## src/design/fpe2_pkg.sv

```systemverilog
// Shared constants, format codes and the 2^(k/64) table for the exp2 block.
`default_nettype none

package fpe2_pkg;

   // Format register codes
   localparam logic FMT_Q15_16 = 1'b0;
   localparam logic FMT_Q7_24  = 1'b1;

   // Field and datapath widths
   localparam int EXP_W    = 32;
   localparam int POWER_W  = 31;
   localparam int MANT_W   = 26;   // Q2.24 mantissa, at most 2.0
   localparam int SEG_BITS = 6;
   localparam int IDX_W    = SEG_BITS + 1;
   localparam int TAB_DEPTH = (1 << SEG_BITS) + 1;
   localparam int WGT_W    = 24 - SEG_BITS;   // widest weight (Q7.24)
   localparam int PROD_W   = WGT_W + MANT_W;
   localparam int SHIFT_W  = 16;

   localparam logic [POWER_W-1:0] SAT_MAX = {POWER_W{1'b1}};

   // 2^(k/64) in Q2.24, k = 0..64
   localparam logic [MANT_W-1:0] EXP2_TAB [0:TAB_DEPTH-1] = '{
      26'h1000000, 26'h102C9A3, 26'h1059B0D, 26'h1087451,
      26'h10B5586, 26'h10E3EC3, 26'h111301D, 26'h11429AA,
      26'h1172B83, 26'h11A35BE, 26'h11D4873, 26'h12063B8,
      26'h12387A6, 26'h126B456, 26'h129E9DF, 26'h12D285A,
      26'h1306FE0, 26'h133C08B, 26'h1371A73, 26'h13A7DB3,
      26'h13DEA64, 26'h14160A2, 26'h144E086, 26'h1486A2B,
      26'h14BFDAD, 26'h14F9B27, 26'h15342B5, 26'h156F473,
      26'h15AB07D, 26'h15E76F1, 26'h16247EB, 26'h1662388,
      26'h16A09E6, 26'h16DFB23, 26'h171F75E, 26'h175FEB5,
      26'h17A1147, 26'h17E2F33, 26'h1825899, 26'h1868D99,
      26'h18ACE54, 26'h18F1AE9, 26'h193737B, 26'h197D829,
      26'h19C4918, 26'h1A0C667, 26'h1A5503B, 26'h1A9E6B5,
      26'h1AE89F9, 26'h1B33A2B, 26'h1B7F76F, 26'h1BCC1E9,
      26'h1C199BD, 26'h1C67F12, 26'h1CB720D, 26'h1D072D4,
      26'h1D5818D, 26'h1DA9E60, 26'h1DFC973, 26'h1E502EE,
      26'h1EA4AFA, 26'h1EFA1BE, 26'h1F50765, 26'h1FA7C18,
      26'h2000000
   };

endpackage

`default_nettype wire

```

## src/design/fpe2_interp.sv

```systemverilog
// Table lookup and linear interpolation of the 2^fraction mantissa.
`default_nettype none

module fpe2_interp (
   input  wire logic                            format_select,
   input  wire logic [fpe2_pkg::EXP_W-1:0]      exponent,
   output logic      [fpe2_pkg::MANT_W-1:0]     mantissa
);

   logic [fpe2_pkg::IDX_W-1:0]  seg_idx;
   logic [fpe2_pkg::IDX_W-1:0]  seg_idx_next;
   logic [fpe2_pkg::WGT_W-1:0]  weight;
   logic [fpe2_pkg::MANT_W-1:0] tab_lo;
   logic [fpe2_pkg::MANT_W-1:0] tab_hi;
   logic [fpe2_pkg::MANT_W-1:0] seg_lo;
   logic [fpe2_pkg::MANT_W-1:0] seg_hi;
   logic [fpe2_pkg::MANT_W-1:0] seg_diff;
   logic [fpe2_pkg::PROD_W-1:0] prod;
   logic [fpe2_pkg::PROD_W-1:0] prod_shr;

   // Segment index and weight from the fraction bits
   always_comb begin
      if (format_select == fpe2_pkg::FMT_Q7_24) begin
         seg_idx = {1'b0, exponent[23:18]};
         weight  = exponent[17:0];
      end else begin
         seg_idx = {1'b0, exponent[15:10]};
         weight  = {8'b0, exponent[9:0]};
      end
   end

   assign seg_idx_next = seg_idx + 7'd1;
   assign tab_lo = fpe2_pkg::EXP2_TAB[seg_idx];
   assign tab_hi = fpe2_pkg::EXP2_TAB[seg_idx_next];

   // Q15.16 works on the table truncated to Q16
   always_comb begin
      if (format_select == fpe2_pkg::FMT_Q7_24) begin
         seg_lo = tab_lo;
         seg_hi = tab_hi;
      end else begin
         seg_lo = {8'b0, tab_lo[25:8]};
         seg_hi = {8'b0, tab_hi[25:8]};
      end
   end

   // Table is monotonic, so the difference is never negative
   assign seg_diff = seg_hi - seg_lo;
   assign prod     = {{fpe2_pkg::MANT_W{1'b0}}, weight} *
                     {{fpe2_pkg::WGT_W{1'b0}}, seg_diff};

   always_comb begin
      if (format_select == fpe2_pkg::FMT_Q7_24) begin
         prod_shr = prod >> 18;
      end else begin
         prod_shr = prod >> 10;
      end
   end

   // Interpolated value stays below the upper segment end
   assign mantissa = seg_lo + prod_shr[fpe2_pkg::MANT_W-1:0];

endmodule

`default_nettype wire

```

## src/design/fixed_point_exp2_interp.sv

```systemverilog
// Top level: 2^x in Q15.16 or Q7.24 with input register and result register.
//
//  channel   direction  handshake                     payload
//  req_      in         req_valid / req_stall         req_exponent[31:0] signed
//  rsp_      out        rsp_valid / rsp_stall         rsp_power[30:0], rsp_overflow
//  csr_      in         csr_write_enable              csr_write_data (format_select)
//
// rsp_valid rises once an accepted req beat reaches the result register; one beat per
// cycle sustained while rsp_stall is low. Lookup, one 18x26 multiply, add and barrel
// shift sit between the input register and the result register. Synchronous reset
// clears the valid bits and selects Q15.16. A stalled result holds the pipe; the input
// register still refills whenever the result register frees up in the same cycle.
`default_nettype none

module fixed_point_exp2_interp (
   input  wire logic                                 clock,
   input  wire logic                                 reset,
   input  wire logic                                 req_valid,
   output logic                                      req_stall,
   input  wire logic signed [fpe2_pkg::EXP_W-1:0]    req_exponent,
   output logic                                      rsp_valid,
   input  wire logic                                 rsp_stall,
   output logic             [fpe2_pkg::POWER_W-1:0]  rsp_power,
   output logic                                      rsp_overflow,
   input  wire logic                                 csr_write_enable,
   input  wire logic                                 csr_write_data
);

   logic                                 format_ff;
   logic                                 in_valid_ff;
   logic                                 in_valid_in;
   logic [fpe2_pkg::EXP_W-1:0]           exp_ff;
   logic                                 out_valid_ff;
   logic [fpe2_pkg::POWER_W-1:0]         power_ff;
   logic [fpe2_pkg::POWER_W-1:0]         power_in;
   logic                                 ovf_ff;
   logic                                 ovf_in;
   logic                                 advance;
   logic                                 req_take;
   logic [fpe2_pkg::MANT_W-1:0]          mant;
   logic signed [fpe2_pkg::SHIFT_W-1:0]  shift;
   logic [fpe2_pkg::SHIFT_W-1:0]         rshift;
   logic [fpe2_pkg::POWER_W-1:0]         right_val;
   logic [fpe2_pkg::POWER_W+fpe2_pkg::MANT_W-1:0] left_val;

   // Format register
   always_ff @(posedge clock) begin
      if (reset) begin
         format_ff <= fpe2_pkg::FMT_Q15_16;
      end else if (csr_write_enable) begin
         format_ff <= csr_write_data;
      end
   end

   // Handshake: result register frees when empty or taken
   assign advance   = !out_valid_ff || !rsp_stall;
   assign req_stall = in_valid_ff && !advance;
   assign req_take  = req_valid && !req_stall;

   always_comb begin
      if (req_take) begin
         in_valid_in = 1'b1;
      end else if (advance) begin
         in_valid_in = 1'b0;
      end else begin
         in_valid_in = in_valid_ff;
      end
   end

   // Input register
   always_ff @(posedge clock) begin
      if (reset) begin
         in_valid_ff <= 1'b0;
      end else begin
         in_valid_ff <= in_valid_in;
      end
   end

   always_ff @(posedge clock) begin
      if (req_take) begin
         exp_ff <= req_exponent;
      end
   end

   // Mantissa from table and interpolation
   fpe2_interp u_interp (
      .format_select (format_ff),
      .exponent      (exp_ff),
      .mantissa      (mant)
   );

   // Integer part as signed shift count
   always_comb begin
      if (format_ff == fpe2_pkg::FMT_Q7_24) begin
         shift = {{8{exp_ff[31]}}, exp_ff[31:24]};
      end else begin
         shift = exp_ff[31:16];
      end
   end

   assign rshift    = 16'(-shift);
   assign right_val = {5'b0, mant} >> rshift[4:0];
   assign left_val  = {{fpe2_pkg::POWER_W{1'b0}}, mant} << shift[4:0];

   // Shift with truncation on the right, saturation on the left
   always_comb begin
      if (shift[fpe2_pkg::SHIFT_W-1]) begin
         ovf_in = 1'b0;
         if (rshift >= 16'd31) begin
            power_in = '0;
         end else begin
            power_in = right_val;
         end
      end else if (shift >= 16'sd32 ||
                   (|left_val[fpe2_pkg::POWER_W+fpe2_pkg::MANT_W-1:fpe2_pkg::POWER_W])) begin
         ovf_in   = 1'b1;
         power_in = fpe2_pkg::SAT_MAX;
      end else begin
         ovf_in   = 1'b0;
         power_in = left_val[fpe2_pkg::POWER_W-1:0];
      end
   end

   // Result register
   always_ff @(posedge clock) begin
      if (reset) begin
         out_valid_ff <= 1'b0;
      end else if (advance) begin
         out_valid_ff <= in_valid_ff;
      end
   end

   always_ff @(posedge clock) begin
      if (advance && in_valid_ff) begin
         power_ff <= power_in;
         ovf_ff   <= ovf_in;
      end
   end

   assign rsp_valid    = out_valid_ff;
   assign rsp_power    = power_ff;
   assign rsp_overflow = ovf_ff;

   // Checks
   a_ovf_saturates: assert property (@(posedge clock) disable iff (reset)
      (out_valid_ff && ovf_ff) |-> (power_ff == fpe2_pkg::SAT_MAX))
      else $error("overflow flagged without saturated power");

   a_stall_only_full: assert property (@(posedge clock) disable iff (reset)
      req_stall |-> in_valid_ff)
      else $error("input stalled with empty input register");

   a_take_fills: assert property (@(posedge clock) disable iff (reset)
      req_take |=> in_valid_ff)
      else $error("accepted beat lost at input register");

   a_advance_fills: assert property (@(posedge clock) disable iff (reset)
      (in_valid_ff && advance) |=> out_valid_ff)
      else $error("beat lost between input and result register");

endmodule

`default_nettype wire
```

## config.mk

```make
export PLATFORM = sky130hd
export DESIGN_NAME = fixed_point_exp2_interp
export DESIGN_NICKNAME = d
export VERILOG_FILES = /design/src/design/fpe2_pkg.sv /design/src/design/fpe2_interp.sv /design/src/design/fixed_point_exp2_interp.sv
export SDC_FILE = /design/constraint.sdc
export NUM_CORES = 1
export LEC_CHECK = 0
export ABC_AREA = 0
export BUFFER_PORTS_ARGS = -buffer_cell sky130_fd_sc_hd__clkbuf_2
export CORE_MARGIN = 2
export CORE_UTILIZATION = 35
export CTS_CLUSTER_DIAMETER = 30
export DETAILED_ROUTE_END_ITERATION = 7
export PLACE_DENSITY = 0.58
export SYNTH_ARGS = -nofsm -noshare
export SYNTH_HDL_FRONTEND = slang
export SYNTH_HIERARCHICAL = 1
export SYNTH_SLANG_ARGS = --single-unit
export TNS_END_PERCENT = 30
```

## constraint.sdc

```tcl
create_clock -name clock -period 26.3 [get_ports clock]
set_input_delay 2.63 -clock clock [delete_from_list [all_inputs] [get_ports clock]]
set_output_delay 2.63 -clock clock [all_outputs]
set_load 0.02 [all_outputs]
```

[Yosys cells after proc, flatten, opt, wreduce, memory -nomap -nowiden]
Memory sizes are Yosys's and may differ from the RTL's.
Index checks and enable logic that the tools add are counted.
Storage, ports and cells
  bits in registers: 67
  bits in latches: 0
  memory bits (writable): 0
  bits in read-only memories: 6656
  input bits: 38
  output and inout port bits: 34
  word-level logic and storage cells: 48
  memories: 2
Memory list
  (name not given): depth 128, bits a word 26, rd ports 1, clocked after memory_dff 0, write ports 0, line fpe2_interp.sv:33  | assign tab_lo = fpe2_pkg::EXP2_TAB[seg_idx];
  (name not given): depth 128, bits a word 26, rd ports 1, clocked after memory_dff 0, write ports 0, line fpe2_interp.sv:34  | assign tab_hi = fpe2_pkg::EXP2_TAB[seg_idx_next];
Operators by class
  add/sub/neg operators: 4
  multipliers: 1
  divide/modulo/power cells: 0
  magnitude comparators: 4
  equal/unequal tests: 0
  shift operators: 2
  muxes and demuxes: 16
  bitwise operators: 2
  reductions and logical operators: 11
Operators with widths (number)
  two-way mux 26 bit: 7
  two-way mux 31 bit: 3
  << shifter 26 x 5 -> 57 bit: 1
  multiplier 18 x 26 -> 44 bit: 1
  >> shifter 26 x 5 -> 31 bit: 1
  adder 26 bit: 1
  OR reduction 26 bit: 1
  subtractor 26 bit: 1
  two-way mux 18 bit: 1
  >= comparator 16 x 5 -> 1 bit, second input constant: 1
  >= comparator 16 x 7 -> 1 bit, second input constant: 1
  >= comparator 8 bit, second input constant: 2
  negator 16 bit: 1
  NOT 7 -> 8 bit: 2
  two-way mux 15 bit: 1
  adder 7 x 1 -> 7 bit, second input constant: 1
  two-way mux 6 bit: 1
  zero test 1 bit: 4
  logical AND 1 bit: 3
  two-way mux 1 bit: 3
  logical OR 1 bit: 2
  nonzero test 2 bit: 1

[Logic depth before layout (Yosys ltp)]
  depth in word-level cells: 16
  mapped depth: 73
  depth with buffers taken out: 62

[Modules after synthesis]
The synthesis kept the hierarchy.
Modules (own cells, without submodules)
  fpe2_interp: instances 1, cells an instance 3021, area each 22927.0 um2
  fixed_point_exp2_interp: instances 1, cells an instance 604, area each 6135.9 um2

[Worst setup path before layout]
Ideal clock, no wire load.
  kind: register -> register
  from: register format_ff
  to: register power_ff, in the netlist rsp_power[16] (data pin)
  setup time: 0.262 ns
  data arrival time: 15.521 ns
  data required time: 26.038 ns
  slack: 10.517 ns
  cell stages (with the launch flop): 67
  buffers on the path: 11
  period minus slack after synthesis: 15.783 ns
  path through: dfxtp_1 -> mux2_2 -> clkbuf_1 -> clkbuf_1 -> ha_1 -> clkbuf_1 -> inv_1 -> ha_1 -> clkbuf_1 -> clkbuf_1 -> clkbuf_1 -> clkbuf_1 -> nand2_1 -> o211ai_1 -> o211ai_1 -> a31oi_1 -> a22oi_1 -> ha_1 -> [31 not listed] -> clkbuf_1 -> a21o_1 -> o21bai_1 -> a21o_1 -> a21o_1 -> a21o_1 -> a21o_1 -> or4_1 -> and3_1 -> clkbuf_2 -> mux4_2 -> nand2_1 -> a22oi_1 -> or4b_1 -> a211o_1 -> o211ai_4 -> buf_4 -> nand3_1
On the way
  word-level cells in the longest chain between the ends: 16
Ends and longest elaborated chain
  start, declared: line fixed_point_exp2_interp.sv:29  | logic format_ff;
  start signal, assigned: line fixed_point_exp2_interp.sv:49  | format_ff <= fpe2_pkg::FMT_Q15_16;
  start signal, assigned: line fixed_point_exp2_interp.sv:51  | format_ff <= csr_write_data;
  two-way mux 6 bit: line fpe2_interp.sv:23  | if (format_select == fpe2_pkg::FMT_Q7_24) begin
  adder 7 x 1 -> 7 bit: line fpe2_interp.sv:32  | assign seg_idx_next = seg_idx + 7'd1;
  NOT 7 -> 8 bit (not written as such): line fpe2_interp.sv:34
  memory read (128 x 26 bit)
  two-way mux 26 bit (not written as such) (2 in series): line fpe2_interp.sv:34
  two-way mux 26 bit: line fpe2_interp.sv:38  | if (format_select == fpe2_pkg::FMT_Q7_24) begin
  subtractor 26 bit: line fpe2_interp.sv:48  | assign seg_diff = seg_hi - seg_lo;
  multiplier 18 x 26 -> 44 bit: line fpe2_interp.sv:49  | assign prod = {{fpe2_pkg::MANT_W{1'b0}}, weight} *
  two-way mux 26 bit: line fpe2_interp.sv:53  | if (format_select == fpe2_pkg::FMT_Q7_24) begin
  adder 26 bit *: line fpe2_interp.sv:61  | assign mantissa = seg_lo + prod_shr[fpe2_pkg::MANT_W-1:0];
  net mant, one bit: line fixed_point_exp2_interp.sv:40  | logic [fpe2_pkg::MANT_W-1:0] mant;
  << shifter 26 x 5 -> 57 bit: line fixed_point_exp2_interp.sv:103  | assign left_val = {{fpe2_pkg::POWER_W{1'b0}}, mant} << shift[4:0];
  OR reduction 26 bit: line fixed_point_exp2_interp.sv:115  | (|left_val[fpe2_pkg::POWER_W+fpe2_pkg::MANT_W-1:fpe2_pkg::POWER_W])) begin
  logical OR 1 bit: line fixed_point_exp2_interp.sv:114  | end else if (shift >= 16'sd32 ||
  two-way mux 31 bit: line fixed_point_exp2_interp.sv:114
  two-way mux 31 bit *: line fixed_point_exp2_interp.sv:107  | if (shift[fpe2_pkg::SHIFT_W-1]) begin
  net power_in, one bit: line fixed_point_exp2_interp.sv:35  | logic [fpe2_pkg::POWER_W-1:0] power_in;
  end signal, assigned: line fixed_point_exp2_interp.sv:135  | power_ff <= power_in;
  end, declared: line fixed_point_exp2_interp.sv:34  | logic [fpe2_pkg::POWER_W-1:0] power_ff;
Mark *: on every way through the listed nets, which the timed path passes. The rest lies on a longest branch. The select of a mux whose other input is x is not followed.
A chain may end at the register's enable or synchronous reset.

[Worst setup path after layout]
  from: register format_ff
  to: register power_ff, in the netlist rsp_power[0] (data pin)
Same word-level chain as after synthesis.

==> qor.yml <==
clock_network:
  clk_pin_slew_ns: 0.06
  cts_tree: "built"
  clkLatencyLatePin_ns: 0.37
  cts_setup_buffers: 0
  clock-sinks: 67
  cts-resized-gates: 0
  h-tree-depth: 3
  cts.path.max_buffers: 2
  numCtsBuffers: 9
  cts_root_buffer: "clkbuf_16"
  ctsHoldBuffers: 0
worst_setup_path:
  end_kind: "flop"
  worst-r2r-cell-count: 59
  critPathLaunchType: "flop"
  crit_type: "flop to flop"
  crit_top_cell: "fa_1"
  slowest_delay_ns: 0.94
  critPathSlowestCell: "clkinv_1"
  worstPathMaxFanout: 84
  ff2ff_setup_slack_ns: 6.47
  rr_endpoint: "rsp_power[0]"
  cp.arrival_ns: 19.87
  cp.required_ns: 26.35
  r2r_start: "format_ff"
timing:
  fmax_mhz: 50.4
  fin_tns_setup_ns: 0
  finalCritPeriodShare_pct: 75.4
  fin_crit_ns: 19.83
  max-slew-margin-rel_pct: 21.0
  drv_slew: 0
  hold_viol_final: 0
  setup_viol: 0
  worst_pin_slew_ns: 1.18
  finClkSkew_ns: 0.0250
  rsz0062_at_grt: "no"
layout:
  fin_nets: 4144
  fillers: 8533
  drive_gt1_share_pct: 8.46
  syn_to_final_growth_pct: 5.39
  antenna_cells: 0
  seq_area_um2: 1990
  multi_input_area_um2: 24200
  fin_cells: 4603
floorplan:
  start_util_pct: 35.4
  io_pins: 72
  placeableCoreArea_um2: 82100
  design.die.area_um2: 85400
  num_rows: 105
  die_x_um: 292
  die_h_um: 292
synthesis:
  synth_common_cells: "inv_1 (508), nand2_1 (483), fa_1 (384), a21oi_1 (214), ha_1 (194)"
  synth.distinct_cells: 112
  yosysTopAreaCell: "fa_1"
  synth_fp_nets: 4241
  syn_area_um2: 29100
  synth_ff_type: "edfxtp_1"
  yosysSeqAreaShare_pct: 6.82
  synth.avg_cell_area_um2: 8.02
  postSynthCellCount: 3625
  ys_ff_latch: 67
  synthArstFlopShare_pct: 0
  synth_most_common_cell: "inv_1"
  synth-edff-count: 64
  ys_warn_count: 6
  ys_top_cells_by_area: "fa_1 (26%), ha_1 (8.4%), edfxtp_1 (6.6%)"
  synth_top_area_share_pct: 26.5
placed_design:
  dpl.hpwl_um: 75200
  post-place-cells: 4587
  gp_congestion: 0.986
  port_buffers: 71
flow_run:
  maxCapViolCount: 0
hold_path:
  min_from: "in_valid_ff"
  holdPathEnd: "rsp_valid"
  min_path_cells: 2
  holdCritPathClass: "flop to flop"
global_route:
  grt_pass1_vias: 26500
  grt_pass1_wl_um: 156000
  grt_max_degree: 85
  antenna_found_initial: 3
  grt-ovfl-total: 0
  grt_usage_pct: 23.2
routing:
  vias: 26600
  routedWlPerCell_um: 21.6
  vias_per_cell: 5.77
  drc: 0
  drt_iter0_drc: 2452
  drt_first_pass_iters: 5
  ant_nets: 0
  postRouteWirelength_um: 99400
outcome:
  status: "finished, final reports clean"
[worst max-delay path by stage]
stage / start / endpoint / slack [ns]
floorplan: format_ff / rsp_power[16] / 10.52
global placement: format_ff / rsp_power[0] / 6.90
detailed placement: format_ff / rsp_power[0] / 6.83
CTS: format_ff / rsp_power[0] / 6.74
global route: format_ff / rsp_power[7] / 5.54
finish: format_ff / rsp_power[0] / 6.47
[cells in the final DEF, fill, tap and decap left out, drive strengths merged, types with 64 or more instances in the layout]
master / count
nand2: 484
ha: 194
mux2i: 90
nor2: 194
inv: 514
nand3: 96
fa: 384
edfxtp: 64
a21oi: 215
buf: 72
clkbuf: 80
o21ai: 171
and2: 179
[per-layer routing]
| metal | part of all wire (%) | GRT usage [%] | vias to the layer above |
|---|---|---|---|
| met1 | 44 | 32.4 | 13200 |
| met2 | 45 | 37.0 | 1148 |
| met4 | 2.9 | 6.70 | 4 |
| met3 | 7.9 | 3.50 | 171 |
| met5 | 0.023 | 0 | - |
| li1 | - | - | 12100 |
[critical path: cells and delay by family (launching register included)]
kind                       cells  cell delay, ns
adders and majority gates     12            5.53
AOI/OAI and AO/OA             21            5.95
xor gates and xnor gates       2            0.48
and+or+nand+nor               13            3.04
buffers and inverters          9            2.66
DFF                            1            0.90
muxes                          2            0.86
[area by class of cell]
class	instances	area share [%]
repair buffers	143	2.92
flip-flops and latches	67	6.48
clock inverters	7	0.270
inverters	513	6.29
well taps	1070	4.37
multi-input cells	2794	78.9
clock buffers	9	0.735
[registers in the layout, summed over array words and instances (netlist names)]
signal / count
rsp_power: 31
rsp_valid: 1
in_valid_ff: 1
rsp_overflow: 1
format_ff: 1
exp_ff: 32
[cells by family (layout without fill, tap and decap cells)]
family          after synthesis  after routing  synth area share [%]
simple gates               1172           1172                  19.4
compound gates              794            794                  17.8
buf+inv                     764            672                  10.5
fa+ha+maj                   578            578                  34.8
mux                         164            164                  7.99
xor+xnor                     86             86                  2.75
flops                        67             67                  6.82
[through the flow]
stage	util, %	cell area [um^2]	hold WS [ns]	setup WS (ns)
final	37.3	30600	0.476	6.47
after global routing	37.3	30600	0.498	5.54
after CTS	37.3	30600	0.476	6.74
after detailed placement	36.9	30300	0.482	6.83
after floorplan	-	29100	0.444	10.52
after global placement	36.9	30300	0.463	6.90
Power is not shown: default switching activity piles up to over one toggle a cycle in this logic, so the estimate is an artifact.
